==> config.mk <==
export PLATFORM = sky130hd
export DESIGN_NAME = nsrs_ctrl
export DESIGN_NICKNAME = d
export VERILOG_FILES = /design/src/nsrs_pkg.sv /design/src/nsrs_ctrl.sv
export SDC_FILE = /design/constraint.sdc
export NUM_CORES = 1
export LEC_CHECK = 0
export ABC_AREA = 1
export CAP_MARGIN = 25
export CORE_ASPECT_RATIO = 1.25
export CORE_MARGIN = 2
export CORE_UTILIZATION = 60
export CTS_CLUSTER_DIAMETER = 40
export CTS_CLUSTER_SIZE = 25
export DETAILED_ROUTE_END_ITERATION = 8
export DONT_BUFFER_PORTS = 1
export GPL_TIMING_DRIVEN = 0
export PLACE_DENSITY = 0.75
export SYNTH_ARGS = -nofsm -noshare
export SYNTH_HDL_FRONTEND = slang
export SYNTH_SLANG_ARGS = --single-unit
export TNS_END_PERCENT = 20
==> constraint.sdc <==
create_clock -name clk -period 4.1 [get_ports clk]
set_clock_uncertainty 0.05 [all_clocks]
set_input_delay 0.205 -clock clk [delete_from_list [all_inputs] [get_ports clk]]
set_output_delay 0.205 -clock clk [all_outputs]
set_load 0.01 [all_outputs]
==> src/nsrs_pkg.sv <==
`timescale 1ns / 1ps
package nsrs_pkg;

  localparam int VW      = 32;
  localparam int COEF_W  = 16;
  localparam int CFG_IW  = 3;
  localparam int CFG_DW  = 16;
  localparam int SXY_W   = 7;
  localparam int SZ_W    = 13;
  localparam int LIMIT_Z = 4096;
  localparam int PROD_W  = 49;
  localparam int ACC_W   = 56;
  localparam int SUM_W   = 41;
  localparam int SQ_W    = 66;
  localparam int REM_W   = 35;

  localparam logic [4:0] LAST_STEP  = 5'd18;
  localparam logic [4:0] DRAIN_LAST = 5'd2;
  localparam logic [4:0] SQ_LAST    = 5'd3;
  localparam logic [4:0] ROOT_LAST  = 5'd16;

  typedef enum logic [2:0] {
    REG_COEF_PAIR  = 3'd0,
    REG_COEF_FACE  = 3'd1,
    REG_COEF_CROSS = 3'd2,
    REG_SIZE_X     = 3'd3,
    REG_SIZE_Y     = 3'd4,
    REG_SIZE_Z     = 3'd5
  } reg_idx_t;

  typedef enum logic [1:0] {
    CSEL_PAIR  = 2'd0,
    CSEL_FACE  = 2'd1,
    CSEL_CROSS = 2'd2
  } csel_t;

  typedef enum logic [1:0] {
    SRC_X    = 2'd0,
    SRC_Y    = 2'd1,
    SRC_Z    = 2'd2,
    SRC_NONE = 2'd3
  } src_t;

  typedef struct packed {
    logic  use_en;
    src_t  src;
    csel_t csel;
    logic  neg;
  } lane_ctl_t;

  typedef struct packed {
    logic       take;
    logic       rd_issue;
    logic [4:0] rd_step;
    logic       acc_clr;
    logic       fin1;
    logic       fin2;
    logic       fin3;
    logic       sq_en;
    logic [1:0] sq_idx;
    logic       root_init;
    logic       root_step;
    logic       wb;
  } cmd_t;

  typedef struct packed {
    logic emit_ok;
    logic boundary;
    logic out_free;
  } stat_t;

  // Neighbor nb (0..17) contribution to result lane (0..2).
  function automatic lane_ctl_t lane_ctl(input logic [4:0] nb, input logic [1:0] lane);
    lane_ctl_t c;
    logic [3:0] grp;
    grp = nb[4:1];
    c.use_en = 1'b1;
    c.src    = src_t'(lane);
    c.csel   = CSEL_CROSS;
    c.neg    = (grp == 4'd4) || (grp == 4'd6) || (grp == 4'd8);
    case (grp)
      4'd0: begin
        c.csel = CSEL_PAIR;
      end
      4'd1, 4'd2: begin
        c.csel = CSEL_FACE;
      end
      4'd3, 4'd4: begin
        case (lane)
          2'd0: c.src = SRC_Y;
          2'd1: c.src = SRC_X;
          default: c.src = SRC_NONE;
        endcase
      end
      4'd5, 4'd6: begin
        case (lane)
          2'd0: c.src = SRC_Z;
          2'd2: c.src = SRC_X;
          default: c.src = SRC_NONE;
        endcase
      end
      4'd7, 4'd8: begin
        case (lane)
          2'd1: c.src = SRC_Z;
          2'd2: c.src = SRC_Y;
          default: c.src = SRC_NONE;
        endcase
      end
      default: begin
        c.src = SRC_NONE;
      end
    endcase
    if (c.src == SRC_NONE) begin
      c.use_en = 1'b0;
    end
    return c;
  endfunction

endpackage

==> src/nsrs_ctrl.sv <==
`timescale 1ns / 1ps
module nsrs_ctrl (
  input  logic            clk,
  input  logic            rst_n,
  input  logic            in_valid,
  output logic            in_ready,
  input  nsrs_pkg::stat_t stat_i,
  output nsrs_pkg::cmd_t  cmd_o
);
  import nsrs_pkg::*;

  typedef enum logic [9:0] {
    S_IDLE  = 10'b0000000001,
    S_CHECK = 10'b0000000010,
    S_READ  = 10'b0000000100,
    S_DRAIN = 10'b0000001000,
    S_FIN1  = 10'b0000010000,
    S_FIN2  = 10'b0000100000,
    S_FIN3  = 10'b0001000000,
    S_SQ    = 10'b0010000000,
    S_ROOT  = 10'b0100000000,
    S_WB    = 10'b1000000000
  } state_t;

  state_t     state_r, state_nxt;
  logic [4:0] cnt_r, cnt_nxt;

  always_comb begin
    state_nxt = state_r;
    cnt_nxt   = cnt_r;
    cmd_o     = '0;
    in_ready  = 1'b0;
    case (state_r)
      S_IDLE: begin
        in_ready = 1'b1;
        if (in_valid) begin
          cmd_o.take = 1'b1;
          state_nxt  = S_CHECK;
        end
      end
      S_CHECK: begin
        if (stat_i.emit_ok) begin
          cmd_o.acc_clr = 1'b1;
          cnt_nxt       = '0;
          state_nxt     = S_READ;
        end else begin
          state_nxt = S_IDLE;
        end
      end
      S_READ: begin
        cmd_o.rd_issue = 1'b1;
        cmd_o.rd_step  = cnt_r;
        if ((cnt_r == '0 && stat_i.boundary) || cnt_r == LAST_STEP) begin
          cnt_nxt   = '0;
          state_nxt = S_DRAIN;
        end else begin
          cnt_nxt = cnt_r + 5'd1;
        end
      end
      S_DRAIN: begin
        if (cnt_r == DRAIN_LAST) begin
          cnt_nxt   = '0;
          state_nxt = stat_i.boundary ? S_WB : S_FIN1;
        end else begin
          cnt_nxt = cnt_r + 5'd1;
        end
      end
      S_FIN1: begin
        cmd_o.fin1 = 1'b1;
        state_nxt  = S_FIN2;
      end
      S_FIN2: begin
        cmd_o.fin2 = 1'b1;
        state_nxt  = S_FIN3;
      end
      S_FIN3: begin
        cmd_o.fin3 = 1'b1;
        cnt_nxt    = '0;
        state_nxt  = S_SQ;
      end
      S_SQ: begin
        cmd_o.sq_en  = 1'b1;
        cmd_o.sq_idx = cnt_r[1:0];
        if (cnt_r == SQ_LAST) begin
          cnt_nxt   = '0;
          state_nxt = S_ROOT;
        end else begin
          cnt_nxt = cnt_r + 5'd1;
        end
      end
      S_ROOT: begin
        if (cnt_r == '0) begin
          cmd_o.root_init = 1'b1;
        end else begin
          cmd_o.root_step = 1'b1;
        end
        if (cnt_r == ROOT_LAST) begin
          cnt_nxt   = '0;
          state_nxt = S_WB;
        end else begin
          cnt_nxt = cnt_r + 5'd1;
        end
      end
      S_WB: begin
        if (stat_i.out_free) begin
          cmd_o.wb  = 1'b1;
          state_nxt = S_IDLE;
        end
      end
      default: begin
        state_nxt = S_IDLE;
      end
    endcase
  end

  always_ff @(posedge clk) begin
    if (!rst_n) begin
      state_r <= S_IDLE;
      cnt_r   <= '0;
    end else begin
      state_r <= state_nxt;
      cnt_r   <= cnt_nxt;
    end
  end

  a_take_check: assert property (@(posedge clk) disable iff (!rst_n)
    cmd_o.take |=> state_r == S_CHECK) else $error("take not followed by check");

  a_read_len: assert property (@(posedge clk) disable iff (!rst_n)
    (state_r == S_READ && cnt_r == LAST_STEP) |=> state_r == S_DRAIN)
    else $error("read sequence overran");

  a_bnd_short: assert property (@(posedge clk) disable iff (!rst_n)
    (state_r == S_DRAIN && cnt_r == DRAIN_LAST && stat_i.boundary) |=> state_r == S_WB)
    else $error("boundary voxel took the arithmetic path");

endmodule

==> results.yml <==
clock_network:
  clk_latency_ns: 0.28
  htree_levels: 1
  cts_tree: "built"
  clk_pin_slew_worst_paths_ns: 0.09
  numCtsBuffers: 3
  cts.sinks: 15
  postCtsSetupBuffers: 0
  cts_root_buffer: "clkbuf_4"
  cts_buffer_depth: 2
global_route:
  grt_remaining_overflow: 0
  grt_pass1_wl_mm: 5.28
  grt_max_degree: 11
  first_global_vias: 1265
  grt_usage_pct: 27.0
  antenna_found_initial: 0
die:
  initial_utilization_pct: 64.5
  io_pins: 24
  dieArea_um2: 2570
  die_h_um: 56.2
  die_x_um: 45.8
  core_area_um2: 2030
  std_cell_rows: 18
critical_path:
  crit_arrival_ns: 1.95
  cp_slowest_stage_delay_ns: 0.50
  cp-start-kind: "register"
  crit_slowest_cell: "nor3_1"
  path_max_fanout: 6
  worst-setup-path-type: "register to output pin"
  required_ns: 3.85
  worstSetupEndpointType: "output pin"
  crit_chain: "nor2_4 -> nand2_1 -> nor3_1 -> inv_1 -> nor2_1"
sta:
  worst_pin_slew_ns: 0.575
  rsz0062_at_grt: "no"
  fin_crit_sh_pct: 53.8
  fin_tns_setup_ns: 0
  slew_headroom_pct: 61.4
  post-route-min-period_ns: 2.20
  setup_viol: 0
  hold_violations: 0
  max_freq_mhz: 454
  slew_violations: 0
power_and_ir_drop:
  power.share.clock_pct: 11.4
  power_frac_comb_pct: 61.6
  internal-power_mw: 0.360
  peakVddDrop_v: 0.000386
  p_seq_share_pct: 26.9
  switchingPower_mw: 0.394
  leakage_nw: 0.670
  p_per_area_nw_per_um2: 551
  swShare_pct: 52.2
placed_design:
  place_congestion: 0.855
  dp_cells: 238
  io_buffers: 0
  dp_hpwl_mm: 2.47
synthesis:
  yosysUniqueCellTypes: 27
  synthMuxAreaShare_pct: 0
  synth_compound_area_share_pct: 5.36
  ys_top_cells_by_area: "dfxtp_1 (23%), nand2_1 (15%), nor2_1 (11%), inv_1 (9.5%), nand3_1 (6.5%)"
  synthSimpleGateAreaFrac_pct: 54.7
  syn_area_um2: 1310
  yosysWarnings: 0
  ys_seq_area_share_pct: 23.0
  avgSynthCellArea_um2: 6.00
  yosysTopAreaCellShare_pct: 23.0
  syn_nets: 227
  synth_edf_count: 0
  synth_largest_area_cell: "dfxtp_1"
  synth-xor-area-share_pct: 2.01
  synthFlopType: "dfxtp_1"
  yosys.area_share.adder_pct: 2.87
  yosys_register_bits: 15
  synthCells: 218
  synthArstFlopShare_pct: 0
  synth_top_family_by_area: "simple AND/OR/NAND/NOR gates"
layout:
  fill_cells: 208
  stdcell_count: 243
  diodes: 0
  drive_gt1_share_pct: 13.5
  num-nets-final: 233
  multiInputGateArea_um2: 850
  areaGrowthSynthToFinish_pct: 4.69
  seq_area_um2: 300
detailed_routing:
  drt-pass1-iter-count: 5
  dr_total_vias: 1356
  post_drt_wl_per_cell_um: 12.9
  drt_iter0_drc: 35
  ant_nets: 0
  wl_mm: 3.14
  avgViaCountPerCell: 5.58
  drcViolationCount: 0
status:
  outcome: "finished clean"
min_path:
  min_path_type: "input pin to register"
run:
  cap_viol_max_count: 0
[cell usage after synthesis (3+ instances only)]
cell type / number
nor2_2: 3
nand3_2: 6
dfxtp_1: 15
nor2_4: 5
a21oi_1: 7
inv_1: 33
xor2_1: 3
nand2_1: 51
or2_1: 4
nor2_1: 40
inv_2: 5
ha_1: 3
nand4_1: 6
o21ai_0: 3
nor3_2: 3
nand3_1: 17
[critical path: cells and delay by family (launching register included)]
kind                   cells  cell delay [ns]
and+or+nand+nor            4             1.08
DFF                        1             0.36
buffers and inverters      1             0.22
[registers in the layout, summed over array words and instances, names as in the netlist]
name / count
state_r: 10
cnt_r: 5
[metrics by stage]
step	utilization [%]	cell area [um2]	setup slack [ns]	hold slack (ns)	power (mW)
floorplan	-	1310	2.48	0.275	0.584
global placement	65.7	1330	2.22	0.281	0.655
detailed placement	65.7	1330	2.20	0.280	0.670
CTS	67.5	1370	1.88	0.0208	0.756
global route	67.5	1370	1.76	0.0327	0.828
finish	67.5	1370	1.90	0.0206	0.754
[path summary, 6_finish.rpt]
path	cells past startpoint	to	slack [ns]	start
worst min-delay path	3	state_r[0]$_SDFFE_PN1P_	0.02	rst_n
worst min register to register	2	cnt_r[0]$_SDFFE_PN0P_	0.47	cnt_r[0]$_SDFFE_PN0P_
worst max-delay path	5	cmd_o[13]	1.90	state_r[9]$_SDFFE_PN0P_
worst max register to register	10	state_r[9]$_SDFFE_PN0P_	2.34	cnt_r[0]$_SDFFE_PN0P_
[cells in the final DEF (no fill, tap or decap), types with 3 or more instances in the layout]
master	n
nor3_2	3
nand3_2	6
nand4_1	6
dfxtp_1	15
nor2_1	40
nand3_1	17
nand2_1	51
inv_2	5
inv_1	33
clkbuf_4	3
ha_1	3
a21oi_1	7
nor2_4	5
o21ai_0	3
xor2_1	3
nor2_2	3
or2_1	4
[area by class of cell]
type                    instances  area share (%)
inverters                      39            10.7
well taps                      20            1.83
multi-input cells             163            62.1
plain buffers                   1           0.823
repair buffers                  1           0.731
clock buffers                   4            1.92
flip-flops and latches         15            21.9
[layer usage]
layer | GRT usage [%] | vias to the layer above | routed length, um
li1 | - | 693 | -
met1 | 30.9 | 613 | 1260
met2 | 49.1 | 40 | 1640
met3 | 3.25 | 10 | 142
met4 | 8.57 | 0 | 89
met5 | 0 | - | 0
[power by group through the flow]
| stage | sequential, mW | combinational [mW] | clock, mW |
|---|---|---|---|
| 6_report | 0.203 | 0.465 | 0.0862 |
| 5_1_grt | 0.206 | 0.529 | 0.0936 |
| 4_1_cts | 0.203 | 0.466 | 0.0869 |
| 3_5_place_dp | 0.206 | 0.464 | 0 |
| 3_3_place_gp | 0.206 | 0.449 | 0 |
| 2_1_floorplan | 0.201 | 0.383 | 0 |
[cells by family after synthesis]
group           after synthesis
compound gates               13
xor+xnor                      3
fa+ha+maj                     3
buf+inv                      40
flops                        15
simple gates                144
[timing repair]
action                                 CTS  global route
hold buffers                             1             0
gates resized for setup                  0             0
endpoints found under the hold margin    4             0
(Power assumes the default switching activity.)
